==> config.mk <==
export PLATFORM = sky130hd
export DESIGN_NAME = ffa_cmp
export DESIGN_NICKNAME = d
export VERILOG_FILES = /design/src/rtl/ffa_pkg.sv /design/src/rtl/ffa_cmp.sv
export SDC_FILE = /design/constraint.sdc
export NUM_CORES = 1
export LEC_CHECK = 0
export BUFFER_PORTS_ARGS = -buffer_cell sky130_fd_sc_hd__buf_2
export CORE_MARGIN = 3
export CORE_UTILIZATION = 46
export DETAILED_ROUTE_END_ITERATION = 10
export PLACE_DENSITY = 0.77
export SETUP_SLACK_MARGIN = 0.3
export SKIP_LAST_GASP = 1
export SYNTH_ARGS = -nofsm -noshare
export SYNTH_HDL_FRONTEND = slang
export SYNTH_SLANG_ARGS = --single-unit
==> constraint.sdc <==
create_clock -name vclk -period 2.4
set_clock_uncertainty 0.15 [all_clocks]
set_input_delay 0.12 -clock vclk [all_inputs]
set_output_delay 0.12 -clock vclk [all_outputs]
set_load 0.005 [all_outputs]
==> src/rtl/ffa_pkg.sv <==
// package: widths, codes, states and types of the first-fit max tree allocator
`default_nettype none
package ffa_pkg;

  localparam int BIN_COUNT_DEF = 1024;
  localparam int VAL_W         = 32;
  localparam int AMT_W         = 31;
  localparam int IDX_W         = 10;
  localparam int MISS_W        = 16;
  localparam int OP_W          = 2;

  localparam logic [VAL_W-1:0]  EMPTY_MARK = {VAL_W{1'b1}};
  localparam logic [MISS_W-1:0] MISS_MAX   = {MISS_W{1'b1}};

  localparam logic [OP_W-1:0] OP_LOAD  = 2'd0;
  localparam logic [OP_W-1:0] OP_PLACE = 2'd1;
  localparam logic [OP_W-1:0] OP_CLEAR = 2'd2;

  typedef enum logic [2:0] {
    S_CLEAR,
    S_IDLE,
    S_ROOT,
    S_DESC,
    S_UP,
    S_OUT
  } state_t;

  typedef struct packed {
    logic             ge;
    logic [VAL_W-1:0] mx;
  } cmp_res_t;

endpackage
`default_nettype wire

==> src/rtl/ffa_cmp.sv <==
// shared compare unit: signed a >= b and the larger of the two
`default_nettype none
module ffa_cmp import ffa_pkg::*; (
  input  wire logic [VAL_W-1:0] a,
  input  wire logic [VAL_W-1:0] b,
  output cmp_res_t              res
);

  always_comb begin
    res.ge = ($signed(a) >= $signed(b));
    res.mx = res.ge ? a : b;
  end

endmodule
`default_nettype wire

Yosys cells after proc, flatten, opt, wreduce, memory -nomap -nowiden
Cells that the tools add are included.
Widths: inputs -> output; s select.
- flip-flop bits (word level): 0
- input port bits: 64
- logic and storage cells: 2
- magnitude comparators: 1
- mux-type cells: 1
- operators with widths (cell ; number):
    $ge 32x32->1 ; 1
    $mux 32 ; 1

Depth between registers and ports, before layout
- depth in word-level cells: 2
- mapped depth: 11
- mapped depth without buffers: 8

Worst setup path before layout
OpenSTA, ideal clock, no wires.
- path kind: input port to output port
- from: input b[31]
- to: output res[1] (netlist bit)
- arrival time: 2.142 ns
- required time: 2.130 ns
- slack: -0.012 ns
- stages: 10
- buffers on the path: 2
- cells stage by stage: inv_1 ha_1 buf_4 nand4_4 or4_4 nor3_4 buf_6 nor4_1 a221oi_2 o221ai_1
- RTL lines (item ; line ; source):
    from (decl) ; ffa_cmp.sv:5 ; input wire logic [VAL_W-1:0] b,
    to (decl) ; ffa_cmp.sv:6 ; output cmp_res_t res

==> summary.log <==
INFO  status         status=complete, but fails checks
INFO  status         violations=negative setup slack
INFO  final_layout   post-route-cell-area=5400squm
INFO  final_layout   sequential_cell_area=0squm
INFO  power          p_sw=0.000800W
INFO  global_routing grt_overflow_total=0
INFO  final_layout   antenna_cells=0
INFO  placement      dpl.hpwl=7700um
INFO  route          wire_per_inst=26.9um
INFO  timing         finalSetupViolations=33
INFO  global_routing maximum_number_of_pins_on_one_net_before_global_route_repair=67
INFO  synthesis      post-synth-top-area-cell=sky130_fd_sc_hd__a221oi_2
INFO  setup_path     cp_data_required_time=2130ps
INFO  route          route.vias.total=5337
INFO  synthesis      ys_warn_count=0
INFO  hold_path      holdCritPathClass=input pin to primary output
INFO  timing         maximum_frequency_from_static_timing_analysis=342MHz
INFO  setup_path     worst_path_most_repeated_cell=sky130_fd_sc_hd__buf_4
INFO  flow_run       max-cap-violations=0
INFO  global_routing globalRouteMet1Util=50.7%
INFO  global_routing first_global_vias=4798
INFO  route          drt.antenna.violating_nets=0
INFO  synthesis      share_of_yosys_cell_area_claimed_by_the_top_area_cell_type=15.7%
INFO  placement      place_ws=-326ps
INFO  timing         rsz0062_at_grt=yes
INFO  route          avgViaCountPerCell=7.57
INFO  synthesis      synthTopCellsByArea=sky130_fd_sc_hd__a221oi_2, sky130_fd_sc_hd__ha_1, sky130_fd_sc_hd__nand2_1
INFO  timing         timing_hold_violations_final=0
INFO  global_routing grt_busiest_layer=met2
INFO  setup_path     slowest_delay=400ps
INFO  final_layout   layout.clock_buffers=0
INFO  clock_tree     holdBufCountCts=0
INFO  timing         drv_slew=0
INFO  die            rows=28
INFO  synthesis      synthesis.area_per_instance=6.34squm
INFO  setup_path     worst-setup-path-type=input pin to primary output
INFO  power          share_comb_of_total_power=100.0%
INFO  route          wl=19000um
INFO  setup_path     crit_chain=buf_2 -> inv_1 -> ha_4 -> nand4_1 -> buf_4 -> nor3_4 -> buf_4 -> buf_4 -> a221oi_4 -> buf_4 -> a22oi_1 -> a221oi_2 -> o221ai_1 -> buf_2
INFO  die            die_width=84.9um
INFO  final_layout   final.fill_count=228
INFO  final_layout   layout.sequential_cells=0
INFO  placement      dpl-instance-area=4210squm
INFO  synthesis      netlist-cell-type-count=32
INFO  global_routing global_route.usage.total=42.4%
INFO  synthesis      sequential_element_share_of_the_synthesized_area=0%
INFO  synthesis      synth.cell_area=2860squm
INFO  final_layout   final_cell_count_no_fill=705
INFO  synthesis      ys_top_cells_by_count=sky130_fd_sc_hd__nand2_1, sky130_fd_sc_hd__inv_1, sky130_fd_sc_hd__nor2_1
INFO  die            initial_core_util=48.0%
INFO  synthesis      netlist_instances=451
INFO  die            pin_count=97
INFO  timing         min_period=2930ps
INFO  power          seq_power_share=0%
INFO  final_layout   final_standard_cell_utilization_of_the_core=90.7%
INFO  timing         timing.max_slew.rel_slack=53.8%
INFO  timing         max_slew.worst_pin.slew=686ps
INFO  power          internal_power_summed_over_all_cells=0.000681W
INFO  synthesis      synth_fp_nets=547
INFO  setup_path     timing.critical_path.fanout_max=14
INFO  placement      placedCellCount=668
INFO  die            core-area=5960squm
INFO  power          leakagePower=2.55nW
INFO  placement      gp_congestion=0.867
INFO  global_routing globalRouteMet3Util=6.80%
INFO  placement      place.port_buffers=97
INFO  setup_path     worst-endpoint-arrival=2660ps
INFO  route          detail_route.iter0.violations=689
INFO  power          vdd_drop_max=0.000164V
INFO  global_routing globalRouteMet2Util=71.7%
INFO  timing         final.period_utilization=122%
INFO  die            floorplan.die_area=7200squm
INFO  final_layout   layout-area-overhead-vs-synth=88.9%
INFO  route          route.detailed.drc=0
INFO  route          detailedRoute.firstPassIterationCount=6
INFO  power          swShare=54.0%
INFO  power          clock_power_share=0%
INFO  global_routing global_route_wire_length_before_repair=25200um
INFO  setup_path     category_of_the_worst_setup_path_capture_point=primary output
INFO  die            die_h=84.9um
INFO  power          pwr_density_cell=274nW/um^2
INFO  timing         post-route-worst-setup-slack=-525ps
INFO  timing         fin_tns_setup=-14150ps
INFO  final_layout   drive_above_1_share=52.4%
INFO  synthesis      yosysMostFrequentCell=sky130_fd_sc_hd__nand2_1
INFO  setup_path     crit_path_top_delay_cell=sky130_fd_sc_hd__a221oi_4
INFO  setup_path     critPathLaunchType=input pin
INFO  global_routing grt_antenna_before_repair=0
INFO  final_layout   fin_nets=728
-- worst paths after layout --
check                 startpoint  endpoint  slack [ps]  cells past startpoint
worst min-delay path       a[30]   res[30]         530                      4
worst max-delay path       b[27]   res[15]        -530                     14
-- area by class of cell --
| type | instances | area, sq um | share of cell area, % |
|---|---|---|---|
| inverter | 66 | 270 | 5.00 |
| tap | 75 | 93.8 | 1.74 |
| timing repair buffer | 222 | 1940 | 35.9 |
| multi-input combinational | 342 | 3100 | 57.3 |
-- cells in the final DEF (no fill, tap or decap), types with 4 or more instances in the layout --
cell type and n:
sky130_fd_sc_hd__buf_16 7, sky130_fd_sc_hd__a21oi_1 11, sky130_fd_sc_hd__o221ai_1 22, sky130_fd_sc_hd__bufbuf_16 4
sky130_fd_sc_hd__nor4_1 14, sky130_fd_sc_hd__buf_12 11, sky130_fd_sc_hd__a221oi_2 28, sky130_fd_sc_hd__nor4_4 14
sky130_fd_sc_hd__buf_6 23, sky130_fd_sc_hd__a221oi_4 4, sky130_fd_sc_hd__nand4_1 6, sky130_fd_sc_hd__nor4_2 4
sky130_fd_sc_hd__inv_2 9, sky130_fd_sc_hd__nor2_1 34, sky130_fd_sc_hd__buf_4 97, sky130_fd_sc_hd__a22oi_1 32
sky130_fd_sc_hd__buf_2 79, sky130_fd_sc_hd__inv_4 4, sky130_fd_sc_hd__nand2_1 102, sky130_fd_sc_hd__ha_1 12
sky130_fd_sc_hd__nand3_1 4, sky130_fd_sc_hd__o221ai_2 10, sky130_fd_sc_hd__inv_1 51, sky130_fd_sc_hd__ha_4 20
-- metrics by stage --
step,power [W],hold WS [ps]
global placement,0.000992,494
floorplan,0.000609,269
global route,0.00153,545
CTS,0.00122,506
finish,0.00148,530
detailed placement,0.00103,505
-- power groups by stage --
stage	Combinational, W	Sequential, W	Clock (W)
floorplan	0.000609	0	0
global placement	0.000992	0	0
detailed placement	0.00103	0	0
CTS	0.00122	0	0
global route	0.00153	0	0
finish	0.00148	0	0
-- timing repair --
action	4_1_cts	5_1_grt
gates cloned	11	0
buffers inserted	21	5
gates resized for setup	90	34
setup endpoints to repair	33	33
pin swaps	29	26
-- layer usage --
metal,vias up,wire length [um]
li1,2044,-
met1,2327,6120
met2,700,8170
met3,266,2770
met4,0,1930
met5,-,0
-- logic make-up (layout without fill, tap and decap cells) --
logic type	count (synthesis)	in the layout	share of synthesized area (%)
adder cells (fa/ha/maj)	32	32	14.0
AND/OR/NAND/NOR	187	187	29.7
buffers and inverters	109	288	15.9
AO/OA/AOI/OAI	123	123	40.4
-- worst max-delay path, delay by kind of cell --
family | cells | cell delay, ps
AOI/OAI and AO/OA | 4 | 1000
adders and majority gates | 1 | 210
buffers and inverters | 7 | 1120
and+or+nand+nor | 2 | 200
Note: power is estimated with default switching activity, not from simulation.
